==> src/epss_pkg.sv <==
package epss_pkg;

  // field widths
  localparam int unsigned WORD_W   = 32;
  localparam int unsigned GAMMA_W  = 17;
  localparam int unsigned FRAC_W   = 16;
  localparam int unsigned DVD_W    = WORD_W + FRAC_W;
  localparam int unsigned DIV_CNT_W = $clog2(DVD_W);

  // configuration register indexes
  localparam logic [1:0] CFG_SECOND_ORDER = 2'd0;
  localparam logic [1:0] CFG_GAMMA_M1     = 2'd1;
  localparam logic [1:0] CFG_INV_TWO_DX   = 2'd2;
  localparam int unsigned CFG_IDX_W       = 2;

  // configuration reset values
  localparam logic               RST_SECOND_ORDER = 1'b1;
  localparam logic [GAMMA_W-1:0] RST_GAMMA_M1     = 17'd26214;
  localparam logic [WORD_W-1:0]  RST_INV_TWO_DX   = 32'd65536;

  // divider control and status
  typedef struct packed {
    logic start;
  } div_ctl_t;

  typedef struct packed {
    logic busy;
    logic done;
  } div_sts_t;

endpackage

==> src/epss_in_if.sv <==
interface epss_in_if;
  import epss_pkg::*;

  logic                     valid;
  logic                     ready;
  logic                     first_cell;
  logic [WORD_W-1:0]        density;
  logic signed [WORD_W-1:0] momentum;
  logic [WORD_W-1:0]        total_energy;

  modport source (output valid, first_cell, density, momentum, total_energy, input ready);
  modport sink   (input valid, first_cell, density, momentum, total_energy, output ready);
endinterface

==> src/epss_out_if.sv <==
interface epss_out_if;
  import epss_pkg::*;

  logic                     valid;
  logic                     ready;
  logic signed [WORD_W-1:0] density_slope;
  logic signed [WORD_W-1:0] velocity_slope;
  logic signed [WORD_W-1:0] pressure_slope;
  logic                     bad_density;

  modport source (output valid, density_slope, velocity_slope, pressure_slope, bad_density,
                  input ready);
  modport sink   (input valid, density_slope, velocity_slope, pressure_slope, bad_density,
                  output ready);
endinterface

==> src/epss_div.sv <==
// restoring divider, one quotient bit per cycle
module epss_div import epss_pkg::*; (
  input  logic              clk,
  input  logic              rst_n,
  input  div_ctl_t          ctl,
  input  logic [DVD_W-1:0]  dividend,
  input  logic [WORD_W-1:0] divisor,
  output div_sts_t          sts,
  output logic [DVD_W-1:0]  quotient
);

  localparam logic [DIV_CNT_W-1:0] LAST_STEP = DIV_CNT_W'(DVD_W - 1);

  logic                 busy_r, busy_nxt;
  logic                 done_r, done_nxt;
  logic [DIV_CNT_W-1:0] cnt_r, cnt_nxt;
  logic [DVD_W-1:0]     dvd_r, dvd_nxt;
  logic [WORD_W-1:0]    rem_r, rem_nxt;
  logic [WORD_W-1:0]    dvs_r, dvs_nxt;

  logic [WORD_W:0]      trial;
  logic [WORD_W:0]      diff;
  logic                 fits;

  // one trial subtract per step
  assign trial = {rem_r, dvd_r[DVD_W-1]};
  assign diff  = trial - {1'b0, dvs_r};
  assign fits  = trial >= {1'b0, dvs_r};

  always_comb begin
    busy_nxt = busy_r;
    done_nxt = 1'b0;
    cnt_nxt  = cnt_r;
    dvd_nxt  = dvd_r;
    rem_nxt  = rem_r;
    dvs_nxt  = dvs_r;
    if (ctl.start) begin
      busy_nxt = 1'b1;
      cnt_nxt  = '0;
      dvd_nxt  = dividend;
      rem_nxt  = '0;
      dvs_nxt  = divisor;
    end else if (busy_r) begin
      rem_nxt = fits ? diff[WORD_W-1:0] : trial[WORD_W-1:0];
      dvd_nxt = {dvd_r[DVD_W-2:0], fits};
      cnt_nxt = cnt_r + 1'b1;
      if (cnt_r == LAST_STEP) begin
        busy_nxt = 1'b0;
        done_nxt = 1'b1;
      end
    end
  end

  always_ff @(posedge clk) begin
    if (!rst_n) begin
      busy_r <= 1'b0;
      done_r <= 1'b0;
      cnt_r  <= '0;
    end else begin
      busy_r <= busy_nxt;
      done_r <= done_nxt;
      cnt_r  <= cnt_nxt;
    end
  end

  // datapath
  always_ff @(posedge clk) begin
    dvd_r <= dvd_nxt;
    rem_r <= rem_nxt;
    dvs_r <= dvs_nxt;
  end

  assign sts.busy = busy_r;
  assign sts.done = done_r;
  assign quotient = dvd_r;

  // a run ends with exactly one done pulse
  a_done_after_busy: assert property (@(posedge clk) disable iff (!rst_n)
    done_r |-> !busy_r && $past(busy_r))
    else $error("divider done without a run");

  a_busy_until_last: assert property (@(posedge clk) disable iff (!rst_n)
    busy_r && !ctl.start && cnt_r != LAST_STEP |=> busy_r)
    else $error("divider stopped early");

  a_start_busy: assert property (@(posedge clk) disable iff (!rst_n)
    ctl.start |=> busy_r && cnt_r == '0)
    else $error("divider did not start");

endmodule

==> src/euler_primitive_slope_stencil_top.sv <==
// Central-difference slope stencil for a stream of 1D Euler cells in Q16.16.
// Each cell is turned into primitives (velocity = momentum/density, pressure =
// (gamma-1)(energy - density*u^2/2)); once a row holds three cells, every new
// cell yields the slopes of density, velocity and pressure at the middle cell,
// scaled by inv_two_dx and saturated to 32 bits (all zero in first-order mode).
// One cell is taken at a time: ready is low from acceptance until the cell is
// done, plus any wait for the result slot to drain, and the next beat is taken
// once the block is back in idle. The pace is set by the 48-step restoring
// divider for the velocity and by one shared 32x32 multiplier with a
// registered product, used up to eight times per cell.
// Configuration: index 0 second_order, 1 gamma_minus_one, 2 inv_two_dx; a write
// to index 3 is ignored. Write only while the block is idle.
module euler_primitive_slope_stencil_top import epss_pkg::*; (
  input  logic                 clk,
  input  logic                 rst_n,
  epss_in_if.sink              in_s,
  epss_out_if.source           out_s,
  input  logic                 cfg_we,
  input  logic [CFG_IDX_W-1:0] cfg_index,
  input  logic [WORD_W-1:0]    cfg_wdata
);

  // sequencer states
  localparam logic [3:0] S_IDLE = 4'd0;
  localparam logic [3:0] S_DIV  = 4'd1;
  localparam logic [3:0] S_U2   = 4'd2;
  localparam logic [3:0] S_K0   = 4'd3;
  localparam logic [3:0] S_K1   = 4'd4;
  localparam logic [3:0] S_K2   = 4'd5;
  localparam logic [3:0] S_D    = 4'd6;
  localparam logic [3:0] S_P0   = 4'd7;
  localparam logic [3:0] S_P1   = 4'd8;
  localparam logic [3:0] S_P2   = 4'd9;
  localparam logic [3:0] S_WIN  = 4'd10;
  localparam logic [3:0] S_M0   = 4'd11;
  localparam logic [3:0] S_M1   = 4'd12;
  localparam logic [3:0] S_M2   = 4'd13;
  localparam logic [3:0] S_M3   = 4'd14;
  localparam logic [3:0] S_OUT  = 4'd15;

  localparam int unsigned SUM_W = 2 * WORD_W + FRAC_W;
  localparam int unsigned KE_W  = SUM_W - FRAC_W - 1;
  localparam logic [WORD_W-1:0] POS_MAX = {1'b0, {(WORD_W-1){1'b1}}};
  localparam logic [WORD_W-1:0] NEG_MAG = {1'b1, {(WORD_W-1){1'b0}}};
  localparam logic [DVD_W-1:0]  D_CLAMP = {1'b1, {(DVD_W-1){1'b0}}};

  // signed saturation of a magnitude
  function automatic logic [WORD_W-1:0] sat32(input logic neg, input logic [2*WORD_W-1:0] mag);
    logic [WORD_W-1:0] res;
    if (!neg) begin
      res = (mag > {{WORD_W{1'b0}}, POS_MAX}) ? POS_MAX : mag[WORD_W-1:0];
    end else begin
      res = (mag >= {{WORD_W{1'b0}}, NEG_MAG}) ? NEG_MAG : (~mag[WORD_W-1:0] + 1'b1);
    end
    return res;
  endfunction

  logic [3:0]         state_r, state_nxt;

  // configuration
  logic               second_order_r;
  logic [GAMMA_W-1:0] gm1_r;
  logic [WORD_W-1:0]  inv_r;

  // current cell
  logic               first_r;
  logic [WORD_W-1:0]  rho_r;
  logic [WORD_W-1:0]  energy_r;
  logic               mneg_r;
  logic               bad_r;
  logic [WORD_W-1:0]  umag_r;
  logic [WORD_W-1:0]  vel_r;
  logic [DVD_W-1:0]   u2_r;
  logic [KE_W-1:0]    ke_r;
  logic               dneg_r;
  logic [DVD_W-1:0]   dmag_r;
  logic [WORD_W-1:0]  pres_r;

  // shared multiplier
  logic [WORD_W-1:0]   mul_a, mul_b;
  logic [2*WORD_W-1:0] prod_r;
  logic [2*WORD_W-1:0] acc_r;
  logic [SUM_W-1:0]    sum;

  // window
  logic [WORD_W-1:0]  wd_r [2];
  logic [WORD_W-1:0]  wv_r [2];
  logic [WORD_W-1:0]  wp_r [2];
  logic [1:0]         wbad_r;
  logic [1:0]         cells_seen_r;
  logic [1:0]         cells_eff;
  logic               produce;

  // slope operands and results
  logic [WORD_W-1:0]  sdm_r [3];
  logic [2:0]         sneg_r;
  logic [WORD_W-1:0]  slope_r [3];
  logic               rbad_r;

  // output slot
  logic               out_valid_r;
  logic [WORD_W-1:0]  out_d_r, out_v_r, out_p_r;
  logic               out_bad_r;

  // divider
  div_ctl_t           div_ctl;
  div_sts_t           div_sts;
  logic [DVD_W-1:0]   div_q;
  logic [WORD_W-1:0]  mmag;
  logic [WORD_W-1:0]  vlim;
  logic               in_acc;
  logic               slot_free;

  logic               dd_ge, dv_ge, dp_ge;
  logic               ke_gt;
  logic [KE_W-1:0]    ke_diff, en_diff;

  assign in_acc     = in_s.valid && in_s.ready;
  assign in_s.ready = (state_r == S_IDLE);
  assign slot_free  = !out_valid_r || out_s.ready;

  assign mmag = in_s.momentum[WORD_W-1] ? (~in_s.momentum + 1'b1) : in_s.momentum;
  assign div_ctl.start = in_acc;

  epss_div u_div (
    .clk      (clk),
    .rst_n    (rst_n),
    .ctl      (div_ctl),
    .dividend ({mmag, {FRAC_W{1'b0}}}),
    .divisor  (in_s.density),
    .sts      (div_sts),
    .quotient (div_q)
  );

  // configuration writes
  always_ff @(posedge clk) begin
    if (!rst_n) begin
      second_order_r <= RST_SECOND_ORDER;
      gm1_r          <= RST_GAMMA_M1;
      inv_r          <= RST_INV_TWO_DX;
    end else if (cfg_we) begin
      unique case (cfg_index)
        CFG_SECOND_ORDER: second_order_r <= cfg_wdata[0];
        CFG_GAMMA_M1:     gm1_r          <= cfg_wdata[GAMMA_W-1:0];
        CFG_INV_TWO_DX:   inv_r          <= cfg_wdata;
        default: ;
      endcase
    end
  end

  // multiplier operand select
  always_comb begin
    mul_a = '0;
    mul_b = '0;
    unique case (state_r)
      S_U2: begin
        mul_a = umag_r;
        mul_b = umag_r;
      end
      S_K0: begin
        mul_a = rho_r;
        mul_b = prod_r[FRAC_W +: WORD_W];
      end
      S_K1: begin
        mul_a = rho_r;
        mul_b = {{(WORD_W-FRAC_W){1'b0}}, u2_r[DVD_W-1:WORD_W]};
      end
      S_P0: begin
        mul_a = dmag_r[WORD_W-1:0];
        mul_b = {{(WORD_W-GAMMA_W){1'b0}}, gm1_r};
      end
      S_P1: begin
        mul_a = {{(WORD_W-FRAC_W){1'b0}}, dmag_r[DVD_W-1:WORD_W]};
        mul_b = {{(WORD_W-GAMMA_W){1'b0}}, gm1_r};
      end
      S_M0: begin
        mul_a = sdm_r[0];
        mul_b = inv_r;
      end
      S_M1: begin
        mul_a = sdm_r[1];
        mul_b = inv_r;
      end
      S_M2: begin
        mul_a = sdm_r[2];
        mul_b = inv_r;
      end
      default: ;
    endcase
  end

  // combine the low and high partial products
  assign sum = {{FRAC_W{1'b0}}, acc_r} + {prod_r[DVD_W-1:0], {WORD_W{1'b0}}};

  // velocity limit and energy difference
  assign vlim    = mneg_r ? NEG_MAG : POS_MAX;
  assign ke_gt   = ke_r > {{(KE_W-WORD_W){1'b0}}, energy_r};
  assign ke_diff = ke_r - {{(KE_W-WORD_W){1'b0}}, energy_r};
  assign en_diff = {{(KE_W-WORD_W){1'b0}}, energy_r} - ke_r;

  // window compares
  assign dd_ge = rho_r >= wd_r[0];
  assign dv_ge = $signed(vel_r) >= $signed(wv_r[0]);
  assign dp_ge = $signed(pres_r) >= $signed(wp_r[0]);
  assign cells_eff = first_r ? 2'd0 : cells_seen_r;
  assign produce   = (cells_eff == 2'd2);

  // sequencer
  always_comb begin
    state_nxt = state_r;
    unique case (state_r)
      S_IDLE: if (in_acc) state_nxt = S_DIV;
      S_DIV:  if (div_sts.done) state_nxt = S_U2;
      S_U2:   state_nxt = S_K0;
      S_K0:   state_nxt = S_K1;
      S_K1:   state_nxt = S_K2;
      S_K2:   state_nxt = S_D;
      S_D:    state_nxt = S_P0;
      S_P0:   state_nxt = S_P1;
      S_P1:   state_nxt = S_P2;
      S_P2:   state_nxt = S_WIN;
      S_WIN: begin
        priority if (!produce) state_nxt = S_IDLE;
        else if (second_order_r) state_nxt = S_M0;
        else state_nxt = S_OUT;
      end
      S_M0:   state_nxt = S_M1;
      S_M1:   state_nxt = S_M2;
      S_M2:   state_nxt = S_M3;
      S_M3:   state_nxt = S_OUT;
      S_OUT:  if (slot_free) state_nxt = S_IDLE;
      default: state_nxt = S_IDLE;
    endcase
  end

  always_ff @(posedge clk) begin
    if (!rst_n) begin
      state_r <= S_IDLE;
    end else begin
      state_r <= state_nxt;
    end
  end

  // cell datapath
  always_ff @(posedge clk) begin
    prod_r <= mul_a * mul_b;
    if (in_acc) begin
      first_r  <= in_s.first_cell;
      rho_r    <= in_s.density;
      energy_r <= in_s.total_energy;
      mneg_r   <= in_s.momentum[WORD_W-1];
      bad_r    <= (in_s.density == '0);
    end
    unique case (state_r)
      S_DIV: begin
        if (bad_r) begin
          umag_r <= '0;
        end else if (div_q > {{FRAC_W{1'b0}}, vlim}) begin
          umag_r <= vlim;
        end else begin
          umag_r <= div_q[WORD_W-1:0];
        end
      end
      S_U2: vel_r <= mneg_r ? (~umag_r + 1'b1) : umag_r;
      S_K0: u2_r <= prod_r[2*WORD_W-1:FRAC_W];
      S_K1: acc_r <= prod_r;
      S_K2: ke_r <= sum[SUM_W-1:FRAC_W+1];
      S_D: begin
        dneg_r <= ke_gt;
        if ((ke_gt ? ke_diff : en_diff) > {{(KE_W-DVD_W){1'b0}}, D_CLAMP}) begin
          dmag_r <= D_CLAMP;
        end else begin
          dmag_r <= ke_gt ? ke_diff[DVD_W-1:0] : en_diff[DVD_W-1:0];
        end
      end
      S_P1: acc_r <= prod_r;
      S_P2: pres_r <= sat32(dneg_r, sum[FRAC_W +: 2*WORD_W]);
      S_WIN: begin
        // differences against the left cell of the old window
        sneg_r[0] <= !dd_ge;
        sneg_r[1] <= !dv_ge;
        sneg_r[2] <= !dp_ge;
        sdm_r[0]  <= dd_ge ? (rho_r - wd_r[0]) : (wd_r[0] - rho_r);
        sdm_r[1]  <= dv_ge ? (vel_r - wv_r[0]) : (wv_r[0] - vel_r);
        sdm_r[2]  <= dp_ge ? (pres_r - wp_r[0]) : (wp_r[0] - pres_r);
        rbad_r    <= second_order_r && (wbad_r[0] || wbad_r[1] || bad_r);
        slope_r[0] <= '0;
        slope_r[1] <= '0;
        slope_r[2] <= '0;
      end
      S_M1: slope_r[0] <= sat32(sneg_r[0], {{FRAC_W{1'b0}}, prod_r[2*WORD_W-1:FRAC_W]});
      S_M2: slope_r[1] <= sat32(sneg_r[1], {{FRAC_W{1'b0}}, prod_r[2*WORD_W-1:FRAC_W]});
      S_M3: slope_r[2] <= sat32(sneg_r[2], {{FRAC_W{1'b0}}, prod_r[2*WORD_W-1:FRAC_W]});
      default: ;
    endcase
  end

  // window shift and row fill count
  always_ff @(posedge clk) begin
    if (!rst_n) begin
      wd_r[0]      <= '0;
      wd_r[1]      <= '0;
      wv_r[0]      <= '0;
      wv_r[1]      <= '0;
      wp_r[0]      <= '0;
      wp_r[1]      <= '0;
      wbad_r       <= '0;
      cells_seen_r <= '0;
    end else if (state_r == S_WIN) begin
      wd_r[0]      <= wd_r[1];
      wd_r[1]      <= rho_r;
      wv_r[0]      <= wv_r[1];
      wv_r[1]      <= vel_r;
      wp_r[0]      <= wp_r[1];
      wp_r[1]      <= pres_r;
      wbad_r       <= {bad_r, wbad_r[1]};
      cells_seen_r <= produce ? 2'd2 : (cells_eff + 2'd1);
    end
  end

  // result slot
  always_ff @(posedge clk) begin
    if (!rst_n) begin
      out_valid_r <= 1'b0;
    end else if (state_r == S_OUT && slot_free) begin
      out_valid_r <= 1'b1;
    end else if (out_s.ready) begin
      out_valid_r <= 1'b0;
    end
  end

  always_ff @(posedge clk) begin
    if (state_r == S_OUT && slot_free) begin
      out_d_r   <= slope_r[0];
      out_v_r   <= slope_r[1];
      out_p_r   <= slope_r[2];
      out_bad_r <= rbad_r;
    end
  end

  assign out_s.valid          = out_valid_r;
  assign out_s.density_slope  = out_d_r;
  assign out_s.velocity_slope = out_v_r;
  assign out_s.pressure_slope = out_p_r;
  assign out_s.bad_density    = out_bad_r;

  // divider finishes only while the sequencer waits for it
  a_div_done_state: assert property (@(posedge clk) disable iff (!rst_n)
    div_sts.done |-> state_r == S_DIV)
    else $error("divider done outside the divide step");

  // an accepted beat starts the divider
  a_accept_div: assert property (@(posedge clk) disable iff (!rst_n)
    in_acc |=> div_sts.busy && state_r == S_DIV)
    else $error("accepted beat did not start a divide");

  // fill count saturates at two
  a_cells_sat: assert property (@(posedge clk) disable iff (!rst_n)
    cells_seen_r != 2'd3)
    else $error("row fill count overflow");

  // a result waits while the slot is still held
  a_out_wait: assert property (@(posedge clk) disable iff (!rst_n)
    state_r == S_OUT && out_valid_r && !out_s.ready |=> state_r == S_OUT && out_valid_r)
    else $error("result overwrote a pending beat");

endmodule
==> src/flat_wrapper.sv <==
// flat-port wrapper written by rule: the top's interface ports become plain ports
module euler_primitive_slope_stencil_top_flat import epss_pkg::*;
  (clk, rst_n, cfg_we, cfg_index, cfg_wdata, in_s_valid, in_s_first_cell, in_s_density, in_s_momentum, in_s_total_energy, in_s_ready, out_s_valid, out_s_density_slope, out_s_velocity_slope, out_s_pressure_slope, out_s_bad_density, out_s_ready);
  epss_in_if in_s_i ();
  epss_out_if out_s_i ();
  input  logic clk;
  input  logic rst_n;
  input  logic cfg_we;
  input  logic [CFG_IDX_W-1:0] cfg_index;
  input  logic [WORD_W-1:0] cfg_wdata;
  input wire logic [$bits(in_s_i.valid)-1:0] in_s_valid;
  input wire logic [$bits(in_s_i.first_cell)-1:0] in_s_first_cell;
  input wire logic [$bits(in_s_i.density)-1:0] in_s_density;
  input wire logic [$bits(in_s_i.momentum)-1:0] in_s_momentum;
  input wire logic [$bits(in_s_i.total_energy)-1:0] in_s_total_energy;
  output wire logic [$bits(in_s_i.ready)-1:0] in_s_ready;
  output wire logic [$bits(out_s_i.valid)-1:0] out_s_valid;
  output wire logic [$bits(out_s_i.density_slope)-1:0] out_s_density_slope;
  output wire logic [$bits(out_s_i.velocity_slope)-1:0] out_s_velocity_slope;
  output wire logic [$bits(out_s_i.pressure_slope)-1:0] out_s_pressure_slope;
  output wire logic [$bits(out_s_i.bad_density)-1:0] out_s_bad_density;
  input wire logic [$bits(out_s_i.ready)-1:0] out_s_ready;
  assign in_s_i.valid = in_s_valid;
  assign in_s_i.first_cell = in_s_first_cell;
  assign in_s_i.density = in_s_density;
  assign in_s_i.momentum = in_s_momentum;
  assign in_s_i.total_energy = in_s_total_energy;
  assign in_s_ready = in_s_i.ready;
  assign out_s_valid = out_s_i.valid;
  assign out_s_density_slope = out_s_i.density_slope;
  assign out_s_velocity_slope = out_s_i.velocity_slope;
  assign out_s_pressure_slope = out_s_i.pressure_slope;
  assign out_s_bad_density = out_s_i.bad_density;
  assign out_s_i.ready = out_s_ready;
  euler_primitive_slope_stencil_top u_core (.clk(clk), .rst_n(rst_n), .in_s(in_s_i), .out_s(out_s_i), .cfg_we(cfg_we), .cfg_index(cfg_index), .cfg_wdata(cfg_wdata));
endmodule
==> config.mk <==
export PLATFORM = sky130hd
export DESIGN_NAME = euler_primitive_slope_stencil_top_flat
export DESIGN_NICKNAME = d
export VERILOG_FILES = /design/src/epss_pkg.sv /design/src/epss_in_if.sv /design/src/epss_out_if.sv /design/src/epss_div.sv /design/src/euler_primitive_slope_stencil_top.sv /design/src/flat_wrapper.sv
export SDC_FILE = /design/constraint.sdc
export NUM_CORES = 2
export LEC_CHECK = 0
export ABC_AREA = 0
export BUFFER_PORTS_ARGS = -buffer_cell sky130_fd_sc_hd__clkbuf_2
export CAP_MARGIN = 10
export CORE_MARGIN = 2
export CORE_UTILIZATION = 50
export CTS_CLUSTER_DIAMETER = 50
export DETAILED_ROUTE_END_ITERATION = 16
export HOLD_SLACK_MARGIN = 0.08
export PLACE_DENSITY_LB_ADDON = 0.12
export SLEW_MARGIN = 15
export SYNTH_ARGS = -nofsm -noshare
export SYNTH_HDL_FRONTEND = slang
export SYNTH_SLANG_ARGS = --single-unit
==> constraint.sdc <==
create_clock -name clk -period 14.8 [get_ports clk]
set_input_delay 1.48 -clock clk [delete_from_list [all_inputs] [get_ports clk]]
set_output_delay 1.48 -clock clk [all_outputs]
set_load 0.02 [all_outputs]
==> flow_summary.yaml <==
route:
  dr.pass1.iters: 9
  dr.first_iter.drc_count: 7718
  vias: 74700
  wire_per_inst_microns: 28.4
  totalWireLength_mm: 348
  ant_nets: 0
  drc: 0
  viasPerCell: 6.10
critical_path:
  end_kind: "flop"
  crit-reg2reg-launch: "u_core.state_r[2]$_SDFFE_PN0P_"
  timing.rr.end: "u_core.prod_r[63]$_DFF_P_"
  crit_end: "u_core.prod_r[63]$_DFF_P_"
  arrival_ps: 13970
  cpMostUsedCell: "fa_1"
  cpMaxStageDelayCell: "a21oi_1"
  required_ps: 15520
  crit_path_max_fanout: 32
  r2r_cells: 34
  worstSetupStartpoint: "u_core.state_r[2]$_SDFFE_PN0P_"
  path_class: "reg2reg"
  critPathMaxStageDelay_ps: 900
  r2r_slack_ps: 1550
  crit_path_start_kind: "flop"
yosys:
  ys_warn_count: 0
  synthCells: 9691
  syn-cell-area_sq_mm: 0.0916
  synth_edf_count: 856
  syn_nets: 11400
  synth-main-ff-cell: "edfxtp_1"
  ys_types: 97
  synth_area_per_cell_sq_um: 9.45
  synth_seq_cells: 1035
  async_reset_ff_frac: 0
  ys_seq_area_frac: 0.320
floorplan:
  chipWidth_microns: 432
  start_util: 0.502
  num_io_pins: 235
  rows: 157
  die_h_microns: 432
  core_area_sq_mm: 0.182
  die_area_sq_mm: 0.187
sta:
  fmax_mhz: 75.5
  fin_crit_sh: 0.895
  maxSlewViolCount: 0
  max_slew.worst_pin.slew_ps: 1270
  fin_crit_ps: 13250
  grt_setup_unrepaired: "false"
  timing.hold.ws_ps: 399
  skew_ps: 66.3
  hold_violations: 0
  setup_viol: 0
  max_slew_margin: 0.148
  setup_tns_ps: 0
clock_network:
  clk_latency_ps: 850
  htree_levels: 4
  cts_tree: "built"
  ctsLongestPathBuffers: 3
  root_buffer: "clkbuf_16"
  clk_pin_slew_ps: 60
  cts_num_sinks: 1035
  postCtsSetupBuffers: 0
  cts-hold-fix-buffers: 0
  cts_resized: 0
  cts_inserted_buffers: 141
placement:
  dp.cells: 12000
  gp_congestion: 1.06
  hpwl_mm: 278
  port_buffers: 234
power_and_ir_drop:
  p_per_area_mw_per_mm2: 91.7
  ir_drop_v: 0.000115
  p_leak_nw: 44.9
finish:
  final_common_cell: "inv_1"
  drive_gt1_frac: 0.0780
  syn_to_final_growth_pct: 9.53
  nets: 11400
  layoutNonFillerInstCount: 12200
  fillCellCount: 16400
  final_cell_mix: "inv_1 (1298), nand2_1 (1132), fa_1 (906)"
  multiInputGateArea_sq_mm: 0.0556
  ff_latch_area_sq_mm: 0.0293
run:
  cap_viol_max_count: 0
min_path:
  holdPathStages: 0
  min_path_type: "reg2reg"
grt:
  grt_antenna_before_repair: 30
  grt.total_usage: 0.372
  grt_pass1_wl_mm: 503
  grt_max_degree: 143
  grt_pass1_vias: 73400
  grt_overflow: 0
status:
  status: "complete, no violations"
[registers in the layout, summed over array words and instances (netlist names), 48 cells and up]
name / flops
u_core.dmag_r: 48
u_core.acc_r: 48
u_core.ke_r: 63
u_core.wp_r: 64
u_core.slope_r: 96
u_core.u_div.quotient: 48
u_core.wv_r: 64
u_core.prod_r: 64
u_core.wd_r: 64
u_core.sdm_r: 96
[cell type report]
class                           instances  area share
Sequential cell                      1035       0.292
Tap cell                             2385      0.0297
Clock buffer                          165      0.0364
Antenna cell                           16    0.000399
Clock inverter                         97      0.0122
Timing Repair Buffer                  423      0.0259
Multi-Input combinational cell       6826       0.555
Inverter                             1301      0.0488
[cells in the mapped netlist, types with 85 or more instances]
cell         n  area (sq um)
o21ai_0    400          2000
nand4_1    132           826
edfxtp_1   856         25700
nor3_1     142           711
fa_1       906         18100
a221oi_1    87           762
clkbuf_1   482          1810
nand3_1    127           636
a21oi_1    524          2620
and3_1     232          1450
nand2_1   1135          4260
o21bai_1    86           646
xor2_1     127          1110
xnor2_1    194          1700
dfxtp_1    179          3580
nand2b_1    85           532
nor2_1     903          3390
inv_1     1299          4880
a21o_1     217          1630
ha_1       619          7740
[where the power goes]
group          switching (mW)  leakage [nW]  internal, mW  total [mW]
logic                    1.52          33.0         0.719        2.24
clock network            1.48          2.33          2.03        3.51
registers               0.159          9.58          3.29        3.45
[logic make-up (layout without fill, tap and decap cells)]
group	after synthesis	in the layout	share of synthesized area
mux	80	80	0.00893
other cells	0	16	0
fa+ha+maj	1525	1525	0.283
compound gates	1821	1821	0.129
flops	1035	1035	0.320
xor+xnor	321	321	0.0307
buf+inv	1830	1986	0.0758
simple gates	3079	3079	0.153
[layer usage]
layer | GRT usage | vias up | routed length (microns)
li1 | - | 32800 | -
met1 | 0.490 | 37400 | 140000
met2 | 0.572 | 3642 | 153000
met3 | 0.0874 | 811 | 33600
met4 | 0.194 | 16 | 21500
met5 | 0 | - | 98
[worst max-delay path, delay by kind of cell, from the launching register on]
kind	cells	cell delay (ps)
fa+ha+maj	9	4250
compound gates	9	4150
simple gates	9	3520
flops	1	750
buf+inv	6	300
xor+xnor	1	150
[per-stage QoR]
step	setup WS, ps	instance area (sq um)	power [mW]	utilization
floorplan	4290	91600	4.87	-
global placement	1610	95400	5.66	0.523
detailed placement	1590	95400	5.69	0.523
CTS	1530	100000	9.19	0.549
global route	1140	100000	9.55	0.550
finish	1550	100000	9.20	0.550
[how the worst min path moves through the flow]
stage,from,endpoint,slack (ps)
final,u_core.slope_r[0][40]$_SDFFCE_PN0P_,out_s_velocity_slope[8]$_DFFE_PP_,400
after global routing,u_core.slope_r[0][46]$_SDFFCE_PN0P_,out_s_velocity_slope[14]$_DFFE_PP_,400
after CTS,u_core.slope_r[0][40]$_SDFFCE_PN0P_,out_s_velocity_slope[8]$_DFFE_PP_,390
after detailed placement,u_core.slope_r[0][11]$_SDFFCE_PN0P_,out_s_density_slope[11]$_DFFE_PP_,400
after global placement,u_core.slope_r[0][14]$_SDFFCE_PN0P_,out_s_density_slope[14]$_DFFE_PP_,400
after floorplan,u_core.slope_r[0][0]$_SDFFCE_PN0P_,out_s_density_slope[0]$_DFFE_PP_,400
Note: power is estimated with default switching activity, not from simulation.
